**src/rtl/inertial_dead_reckoning_defines.svh**
```systemverilog
// Assertion macros for the dead reckoning block.
`ifndef INERTIAL_DEAD_RECKONING_DEFINES_SVH
`define INERTIAL_DEAD_RECKONING_DEFINES_SVH
// Implication checked on every rising clock edge outside reset.
`define IDR_ASSERT_IMP(lbl, clk, rst_n, ante, cons) \
    lbl: assert property (@(posedge clk) disable iff (!rst_n) (ante) |-> (cons)) \
        else $error("assertion failed");
// Next-cycle implication.
`define IDR_ASSERT_NXT(lbl, clk, rst_n, ante, cons) \
    lbl: assert property (@(posedge clk) disable iff (!rst_n) (ante) |=> (cons)) \
        else $error("assertion failed");
`endif

```
**src/rtl/idr_pkg.sv**
```systemverilog
`timescale 1ns / 1ps
`default_nettype none
// ----------------------------------------------------------------------------
// Dead reckoning package
// Shared constants and controller/datapath command and status types.
// ----------------------------------------------------------------------------
package idr_pkg;
    localparam int Window     = 50;
    localparam int SlotW      = $clog2(Window + 1);
    localparam int AddrW      = $clog2(Window);
    localparam int SumW       = 16 + $clog2(Window + 1);
    localparam logic [14:0] GravityReset = 15'd2511;
    localparam logic [0:0]  RegGravity   = 1'b0;

    // Datapath operations, one per controller step.
    typedef enum logic [3:0] {
        OP_NONE, OP_LOAD, OP_ROT, OP_WRD, OP_SUM, OP_DIV, OP_POS1, OP_POS2,
        OP_POS3, OP_VEL, OP_DONE
    } t_op;

    typedef struct packed {
        t_op        op;
        logic [1:0] axis;
    } t_cmd;

    typedef struct packed {
        logic div_busy;
        logic out_busy;
    } t_stat;
endpackage
`default_nettype wire

```
**src/rtl/idr_ctrl.sv**
```systemverilog
`timescale 1ns / 1ps
`default_nettype none
// ----------------------------------------------------------------------------
// Dead reckoning controller
// Sequences the datapath through one sample, axis by axis.
// ----------------------------------------------------------------------------
module idr_ctrl (
    input  wire logic          i_clk,
    input  wire logic          i_rst_n,
    input  wire logic          i_in_valid,
    output logic               o_in_ready,
    input  wire idr_pkg::t_stat i_stat,
    output idr_pkg::t_cmd      o_cmd
);
    typedef enum logic [1:0] {S_IDLE, S_RUN, S_WAIT} t_state;

    t_state         r_state, n_state;
    idr_pkg::t_cmd  r_cmd, n_cmd;

    assign o_cmd      = r_cmd;
    assign o_in_ready = (r_state == S_IDLE) && !i_stat.out_busy;

    always_comb begin
        n_state = r_state;
        n_cmd   = '{op: idr_pkg::OP_NONE, axis: r_cmd.axis};
        unique case (r_state)
            S_IDLE: begin
                if (i_in_valid && o_in_ready) begin
                    n_state = S_RUN;
                    n_cmd   = '{op: idr_pkg::OP_LOAD, axis: 2'd0};
                end
            end
            S_RUN: begin
                n_cmd = r_cmd;
                unique case (r_cmd.op)
                    idr_pkg::OP_LOAD: n_cmd.op = idr_pkg::OP_ROT;
                    idr_pkg::OP_ROT: begin
                        if (r_cmd.axis == 2'd2) begin
                            n_cmd = '{op: idr_pkg::OP_WRD, axis: 2'd0};
                        end else begin
                            n_cmd.axis = r_cmd.axis + 2'd1;
                        end
                    end
                    idr_pkg::OP_WRD: n_cmd.op = idr_pkg::OP_SUM;
                    idr_pkg::OP_SUM: n_cmd.op = idr_pkg::OP_DIV;
                    idr_pkg::OP_DIV: begin
                        n_cmd.op = idr_pkg::OP_NONE;
                        n_state  = S_WAIT;
                    end
                    idr_pkg::OP_POS1: n_cmd.op = idr_pkg::OP_POS2;
                    idr_pkg::OP_POS2: n_cmd.op = idr_pkg::OP_POS3;
                    idr_pkg::OP_POS3: n_cmd.op = idr_pkg::OP_VEL;
                    idr_pkg::OP_VEL: begin
                        if (r_cmd.axis == 2'd2) begin
                            n_cmd.op = idr_pkg::OP_DONE;
                        end else begin
                            n_cmd = '{op: idr_pkg::OP_WRD, axis: r_cmd.axis + 2'd1};
                        end
                    end
                    idr_pkg::OP_DONE: begin
                        n_cmd.op = idr_pkg::OP_NONE;
                        n_state  = S_IDLE;
                    end
                    default: n_cmd.op = idr_pkg::OP_NONE;
                endcase
            end
            S_WAIT: begin
                if (!i_stat.div_busy) begin
                    n_state = S_RUN;
                    n_cmd.op = idr_pkg::OP_POS1;
                end
            end
            default: n_state = S_IDLE;
        endcase
    end

    always_ff @(posedge i_clk) begin
        if (!i_rst_n) begin
            r_state <= S_IDLE;
            r_cmd   <= '{op: idr_pkg::OP_NONE, axis: 2'd0};
        end else begin
            r_state <= n_state;
            r_cmd   <= n_cmd;
        end
    end
endmodule
`default_nettype wire

```
**config.mk**
```make
export PLATFORM = sky130hd
export DESIGN_NAME = idr_ctrl
export DESIGN_NICKNAME = d
export VERILOG_FILES = /design/src/rtl/inertial_dead_reckoning_defines.svh /design/src/rtl/idr_pkg.sv /design/src/rtl/idr_ctrl.sv
export SDC_FILE = /design/constraint.sdc
export NUM_CORES = 1
export LEC_CHECK = 0
export BUFFER_PORTS_ARGS = -buffer_cell sky130_fd_sc_hd__buf_4
export CAP_MARGIN = 40
export CORE_AREA = 3 3 40 42
export CTS_CLUSTER_SIZE = 12
export DETAILED_ROUTE_END_ITERATION = 10
export DIE_AREA = 0 0 43 45
export PLACE_DENSITY_LB_ADDON = 0.25
export RECOVER_POWER = 100
export SETUP_SLACK_MARGIN = 0.5
export SLEW_MARGIN = 0
export SYNTH_ARGS = -nofsm -noshare
export SYNTH_HDL_FRONTEND = slang
export SYNTH_SLANG_ARGS = --single-unit
```
**constraint.sdc**
```tcl
create_clock -name i_clk -period 4.3 [get_ports i_clk]
set_input_delay 0.215 -clock i_clk [delete_from_list [all_inputs] [get_ports i_clk]]
set_output_delay 0.215 -clock i_clk [all_outputs]
set_load 0.02 [all_outputs]
```
==> results of run 1 <==
worst max-delay path: stages (launching register included):
cell and delay, ps:
dfxtp_1 490, nor4bb_1 460, a31oi_1 230, a2111oi_0 470
o21a_1 180
registers in the layout, indices dropped and copies added (netlist names):
register,cells
o_cmd,6
r_state,2
through the flow:
step	hold slack (ps)	utilization	std cells
floorplan	332	-	57
global placement	479	0.450	82
detailed placement	484	0.450	82
CTS	215	0.467	85
global route	224	0.437	85
finish	219	0.437	85
power groups by stage:
stage	logic (mW)	clock network (mW)	registers, mW
2_1_floorplan	0.0115	0	0.0800
3_3_place_gp	0.0194	0	0.0802
3_5_place_dp	0.0196	0	0.0802
4_1_cts	0.0197	0.0603	0.0785
5_1_grt	0.0194	0.0637	0.0789
6_report	0.0176	0.0577	0.0785
Yosys cell counts, types with 2 or more instances:
library cell,count
and2_1,2
a21oi_1,4
o21ai_0,2
a31oi_1,2
nand2_1,4
nor3b_1,2
inv_1,3
nand2b_1,2
nor2_1,3
o21a_1,2
dfxtp_1,8
nor3_1,2
cell families after synthesis:
group	Yosys count	synth area share
simple gates	26	0.335
xor+xnor	1	0.0182
compound gates	17	0.260
buf+inv	4	0.0338
mux	1	0.0208
flops	8	0.332
area by class of cell:
class,instances,area (um2),area share
multi-input cells,45,293,0.521
well taps,15,18.8,0.0334
flip-flops and latches,8,160,0.285
clock buffers,3,22.5,0.0401
repair buffers,11,56.3,0.100
inverters,3,11.3,0.0200
path summary, 6_finish.rpt:
kind,slack [ps],cells after the start,to
min,220,2,o_cmd[1]
min reg2reg,560,1,o_cmd[0]
max,2430,4,o_cmd[1]
max reg2reg,2430,4,o_cmd[1]
per-layer routing:
metal	up-vias	GRT usage	share of wire
met1	221	0.165	0.48
met4	0	0.0904	0.030
met3	5	0.0359	0.057
li1	241	-	-
met5	-	0	0
met2	14	0.177	0.43
==> results by group, run 1 <==
Clock network
  – Clk slew on worst S/H paths: 50 ps
  – Postcts setup bufs: 0
  – TritonCTS Buffers: 3
  – Clock Path Buffers: 2
  – Post_cts resized: 0
  – H-tree depth: 1
  – Worst-Skew Late Latency: 250 ps
  – Root Buffer: clkbuf_4
  – CTS tree: built
  – CTS sink cnt: 8
  – Hold Buf Count CTS: 0

Floorplan
  – Initial core utilization: 0.375
  – Overall die area: 1940 um2
  – Rows: 13
  – Die Span Y: 45 um
  – I/O pin total: 12
  – Die width: 43 um
  – Core ar.: 1280 um2

Finish
  – # diodes: 0
  – Most frequent cells in the layout: dfxtp_1, clkbuf_1, a21oi_1, nand2_1, buf_4
  – Nets: 77
  – Layout area overhead: 16.6%
  – Most common cell after layout, fill and taps aside: dfxtp_1
  – Layout cell share with drive strength beyond 1: 0.114
  – Fill count: 151
  – Final instance area: 562 um2

Synthesis
  – Cell area after synthesis: 482 um2
  – YS warnings: 0
  – Cells after synthesis: 57
  – Syn_nets: 62
  – Area leader, netlist: dfxtp_1
  – Netlist cell types: 33
  – FF+latch count, synth: 8
  – Post-Syn Area per Cell: 8.45 um2
  – Ys async rst share: 0
  – Top_reg_cell synth: dfxtp_1
  – Post-synth EDFFs: 0
  – Area contributors post-synth: dfxtp_1, a21oi_1, a2111oi_2
  – Sequential area share after synthesis: 0.332
  – Yosys top cell area share: 0.332

Power and ir drop
  – Clock share of power: 0.375
  – Comb pwr share: 0.115
  – Pwr Density: 274 nW/um2
  – Int Pwr: 115 uW
  – Seq pwr share: 0.510
  – Sw Ratio: 0.250
  – Leak: 0.190 nW
  – Switching pwr: 38.4 uW
  – Tot Pwr: 154 uW
  – Max VDD drop: 0.000144 V

Detailed routing
  – DR iter-0 viols: 11
  – Iteration count of the initial detailed-routing pass: 4
  – Vias per cell: 5.66
  – Drt total wl: 1070 um
  – # DRC: 0
  – Via count: 481
  – Routed Antenna Nets: 0
  – Wirelength per Cell: 12.6 um

Run
  – Max_cap viols: 0

Critical path
  – Critical Path Source Type: flip-flop
  – Worst Path Arrival: 2080 ps
  – Critical Path Sink Type: flip-flop
  – Worst-path maximum fanout: 11
  – CP startpoint: o_cmd[2]
  – Worst path required time: 4500 ps
  – Worst reg2reg startpoint: o_cmd[2]
  – Setup CP Type: reg2reg

STA
  – Min Tclk post-route: 1870 ps
  – Setup WS post-layout: 2430 ps
  – Tcrit/Tclk final: 0.436
  – Fin Setup TNS: 0 ps
  – Slew HR: 0.672
  – Max frequency: 0.533 GHz
  – Fin. max-slew vios: 0
  – RSZ-0062 raised after global routing: no
  – Skew final: 0.723 ps
  – Final hold vios: 0
  – Worst Tran Pin Value: 486 ps
  – Setup-failing EPs final: 0

GRT
  – GRT Util Overall: 0.126
  – Total congestion overflow: 0
  – Vias in the first global route: 403
  – Largest net degree at the start of global routing: 12
  – Global-route wire length before repair: 1790 um
  – Initial antenna violation count: 0

Placement
  – Port Buffers: 11
  – Placed instance area: 578 um2
  – DP HPWL: 795 um
  – Pre-CTS setup slack: 2590 ps
  – Placer Congestion: 0.805

Min path
  – Hold Path Origin: i_rst_n
  – HP Class: in2reg

Outcome
  – Run status: finished, final reports clean
(Power assumes the default switching activity.)
==> run 2, diff against run 1 <==
Clock period 4.3 ns to 1.5 ns, I/O delays scaled along.
==> results by group, run 2 (synthesis results as in run 1) <==
GRT
  – Total congestion overflow: 0
  – GRT Util Overall: 0.173
  – Vias in the first global route: 555
  – Initial antenna violation count: 0
  – Global-route wire length before repair: 2460 um
  – Largest net degree at the start of global routing: 9

Placement
  – Pre-CTS setup slack: -12.1 ps
  – Port Buffers: 11
  – Cells after DPL: 94
  – DP HPWL: 920 um
  – Placer Congestion: 0.876

Detailed routing
  – # DRC: 0
  – Met3 WL: 66 um
  – DR iter-0 viols: 15
  – Routed Antenna Nets: 0
  – Via count: 550
  – Drt total wl: 1410 um
  – Met1 WL: 652 um
  – Iteration count of the initial detailed-routing pass: 4
  – Top layer in use: met4
  – Detail Route met2 WL: 666 um
  – Wirelength per Cell: 13.8 um
  – Vias per cell: 5.39

Critical path
  – Worst-path maximum fanout: 3
  – Buffers & Inverters on Critical Path: 0
  – Delay-heaviest family, CP: simple AND/OR/NAND/NOR gates
  – Critical Path Sink Type: flip-flop
  – Worst path required time: 1700 ps
  – Critical Path Source Type: flip-flop
  – Max incr delay on CP: 530 ps
  – Setup CP Type: reg2reg
  – Worst Path Arrival: 1710 ps
  – CP max-delay cell: or4_4
  – CP Cell Sequence: nand2b_4 -> or4_4 -> a2111oi_4 -> o21a_1

STA
  – Slew HR: 0.777
  – Tcrit/Tclk final: 1.01
  – Setup WS post-layout: -9.46 ps
  – Fin. max-slew vios: 0
  – Skew final: 13.0 ps
  – RSZ-0062 raised after global routing: yes
  – Worst Tran Pin Value: 334 ps
  – Min Tclk post-route: 1510 ps
  – Final hold vios: 0
  – Fin Setup TNS: -9.46 ps
  – Max frequency: 0.662 GHz
  – Setup-failing EPs final: 1

Power and ir drop
  – Sw Ratio: 0.271
  – Clock share of power: 0.370
  – Leak: 0.320 nW
  – Pwr Density: 593 nW/um2
  – Switching pwr: 136 uW
  – Comb pwr share: 0.196
  – Max VDD drop: 0.000435 V
  – Int Pwr: 366 uW
  – Seq pwr share: 0.434

Clock network
  – Clk slew on worst S/H paths: 70 ps
  – Root Buffer: clkbuf_4
  – Clock Path Buffers: 2
  – CTS sink cnt: 8
  – CTS tree: built
  – Worst-Skew Late Latency: 260 ps
  – TritonCTS Buffers: 3
  – H-tree depth: 1

Finish
  – Most frequent cells in the layout: buf_4, buf_6, nand2_1, clkbuf_1, dfxtp_1
  – Layout area overhead: 75.8%
  – # diodes: 0
  – Fill count: 117
  – Max reg flops: 6
  – Layout cell share with drive strength beyond 1: 0.483
  – Fin util: 0.659
  – Nets: 93
  – Post-Layout Cell Count: 102
  – Most common cell after layout, fill and taps aside: buf_4

Floorplan
  – I/O pin total: 12
  – Initial core utilization: 0.375
  – Rows: 13
  – Die width: 43 um
  – Core ar.: 1280 um2
  – Die Span Y: 45 um
  – Overall die area: 1940 um2

Outcome
  – Run status: finished with violations
  – Failing checks: setup timing

Min path
  – HP Class: in2reg

Run
  – Max_cap viols: 0
## run 2: per-layer routing
| metal | track usage | vias up |
|---|---|---|
| met4 | 0.114 | 0 |
| met2 | 0.266 | 15 |
| li1 | - | 277 |
| met3 | 0.0637 | 4 |
| met1 | 0.202 | 254 |
| met5 | 0 | - |
## run 2: power groups by stage
stage,Clock (mW),Sequential (mW),Combinational [mW]
finish,0.186,0.218,0.0984
global route,0.202,0.219,0.107
floorplan,0,0.227,0.0359
global placement,0,0.224,0.0818
detailed placement,0,0.224,0.0821
CTS,0.190,0.217,0.0973
## run 2: metrics by stage
step	hold WS (ps)	power, mW	area [um2]
after floorplan	193	0.263	519
after global placement	349	0.306	699
after detailed placement	354	0.307	699
after CTS	93.9	0.505	843
after global routing	106	0.527	847
final	95.2	0.502	847
## run 2: worst paths after layout
check	slack, ps	from	end	depth (start not counted)
max	-9	o_cmd[2]	o_cmd[1]	4
min	100	i_rst_n	o_cmd[2]	3
max reg2reg	-9	o_cmd[2]	o_cmd[1]	4
min reg2reg	630	o_cmd[0]	o_cmd[0]	2
## run 2: area by class of cell
type                    count  area (um2)  area share
well taps                  15        18.8      0.0222
clock buffers               4        26.3      0.0310
repair buffers             27         234       0.276
multi-input cells          45         384       0.453
flip-flops and latches      8         173       0.204
inverters                   3        11.3      0.0133
## run 2: repair_timing
item                                    4_1_cts  5_1_grt
pin swaps                                     7        4
resized for setup                            17        7
endpoints found under the setup margin       11       12
buffers inserted                              4        0
cloned                                        0        0
hold buffers                                  0        0
## run 2: worst reg2reg max path, delay by kind of cell (launching register included)
family	cells	cell delay (ps)
AND/OR/NAND/NOR	2	670
AO/OA/AOI/OAI	2	430
flip-flops	1	350
==> run 3, diff against run 2 <==
==> constraint.sdc (replaced) <==
create_clock -name i_clk -period 1.5 [get_ports i_clk]
set_input_delay 0.375 -clock i_clk [delete_from_list [all_inputs] [get_ports i_clk]]
set_output_delay 0.375 -clock i_clk [all_outputs]
set_load 0.05 [all_outputs]
==> results by group, run 3 (synthesis results as in run 1) <==
Outcome
  – Run status: finished with violations
  – Failing checks: setup timing

Finish
  – Most frequent cells in the layout: buf_4, buf_6, clkbuf_4, dfxtp_4
  – Layout area overhead: 97.4%
  – Max reg flops: 6
  – Fin util: 0.740
  – Layout cell share with drive strength beyond 1: 0.617
  – Final instance area: 951 um2
  – Nets: 101
  – Fill count: 85
  – # diodes: 0
  – Most common cell after layout, fill and taps aside: buf_4

Power and ir drop
  – Clock share of power: 0.334
  – Comb pwr share: 0.254
  – Pwr Density: 556 nW/um2
  – Leak: 0.376 nW
  – Tot Pwr: 529 uW
  – Sw Ratio: 0.295
  – Switching pwr: 156 uW
  – Max VDD drop: 0.000403 V
  – Int Pwr: 373 uW
  – Seq pwr share: 0.411

STA
  – Final hold vios: 0
  – Max frequency: 0.666 GHz
  – Tcrit/Tclk final: 1.00
  – Fin. max-slew vios: 0
  – Skew final: 7.45 ps
  – Min Hold Slack: 392 ps
  – Setup WS post-layout: -2.42 ps
  – Setup-failing EPs final: 2
  – Worst Tran Pin Value: 314 ps
  – RSZ-0062 raised after global routing: yes
  – Slew HR: 0.790
  – Min Tclk post-route: 1500 ps

Run
  – Max_cap viols: 0

Floorplan
  – Die Span Y: 45 um
  – Overall die area: 1940 um2
  – Die width: 43 um
  – Core ar.: 1280 um2
  – Rows: 13
  – Initial core utilization: 0.375
  – I/O pin total: 12

Placement
  – Port Buffers: 11
  – Placer Congestion: 0.783
  – Placed instance area: 727 um2
  – DP HPWL: 961 um

Detailed routing
  – DR iter-0 viols: 6
  – Routed Antenna Nets: 0
  – Drt total wl: 1580 um
  – Iteration count of the initial detailed-routing pass: 4
  – Vias per cell: 5.39
  – Via count: 587
  – # DRC: 0
  – Wirelength per Cell: 14.5 um

GRT
  – Initial antenna violation count: 0
  – GRT Util Overall: 0.186
  – Vias in the first global route: 600
  – Global-route wire length before repair: 2660 um
  – Total congestion overflow: 0
  – Largest net degree at the start of global routing: 9

Critical path
  – Setup CP Type: reg2reg
  – Worst-path maximum fanout: 5
  – Worst Path Arrival: 1650 ps
  – Worst path required time: 1650 ps
  – Critical Path Source Type: flip-flop
  – Critical Path Sink Type: flip-flop

Clock network
  – Worst-Skew Late Latency: 270 ps
  – H-tree depth: 1
  – TritonCTS Buffers: 3
  – Clock Path Buffers: 2
  – Root Buffer: clkbuf_4
  – Clk slew on worst S/H paths: 60 ps
  – CTS sink cnt: 8
  – Hold Buf Count CTS: 0
  – CTS tree: built

Min path
  – HP Class: in2reg
## run 3: area by class of cell
| type | instances | area [um2] | share of cell area |
|---|---|---|---|
| Multi-Input combinational cell | 45 | 407 | 0.428 |
| Timing Repair Buffer | 35 | 314 | 0.330 |
| Inverter | 3 | 11.3 | 0.0118 |
| Clock buffer | 3 | 22.5 | 0.0237 |
| Tap cell | 15 | 18.8 | 0.0197 |
| Sequential cell | 8 | 178 | 0.187 |
## run 3: power by group through the flow
stage | logic, mW | clock network, mW | registers [mW]
finish | 0.135 | 0.177 | 0.217
global route | 0.142 | 0.186 | 0.218
CTS | 0.132 | 0.174 | 0.216
detailed placement | 0.0929 | 0 | 0.221
global placement | 0.0922 | 0 | 0.220
floorplan | 0.0439 | 0 | 0.229
## run 3: path summary, 6_finish.rpt
| check | start | end | slack (ps) | cells past startpoint |
|---|---|---|---|---|
| max | o_cmd[2] | o_cmd[5] | -2 | 5 |
| min | i_rst_n | o_cmd[3] | 390 | 2 |
| max reg2reg | o_cmd[2] | o_cmd[5] | -2 | 5 |
| min reg2reg | o_cmd[0] | o_cmd[0] | 550 | 1 |
## run 3: routing by layer
metal | routed length (um) | GRT usage | vias up
met4 | 23 | 0.0904 | 0
met5 | 0 | 0 | -
met3 | 70 | 0.0239 | 4
met2 | 822 | 0.338 | 20
met1 | 659 | 0.214 | 273
li1 | - | - | 290
## run 3: what timing repair did
action / 4_1_cts / 5_1_grt
pin swaps: 11 / 5
setup buffers: 11 / 2
setup endpoints to repair: 15 / 15
gates resized for setup: 32 / 6
## run 3: metrics by stage
step / setup slack, ps / setup TNS [ps] / instances
3_5_place_dp: -75.8 / -256 / 93
6_report: -2.42 / -2.85 / 109
4_1_cts: 1.25 / 0 / 107
2_1_floorplan: -88.2 / -281 / 57
5_1_grt: -74.2 / -218 / 109
3_3_place_gp: -67.4 / -192 / 93
## run 3: critical path, cell delays in order, from the launching register on
cell and delay (ps):
dfxtp_4 340, nand2b_4 140, or4_4 530, buf_6 140
o21ai_2 170, nor3_1 70
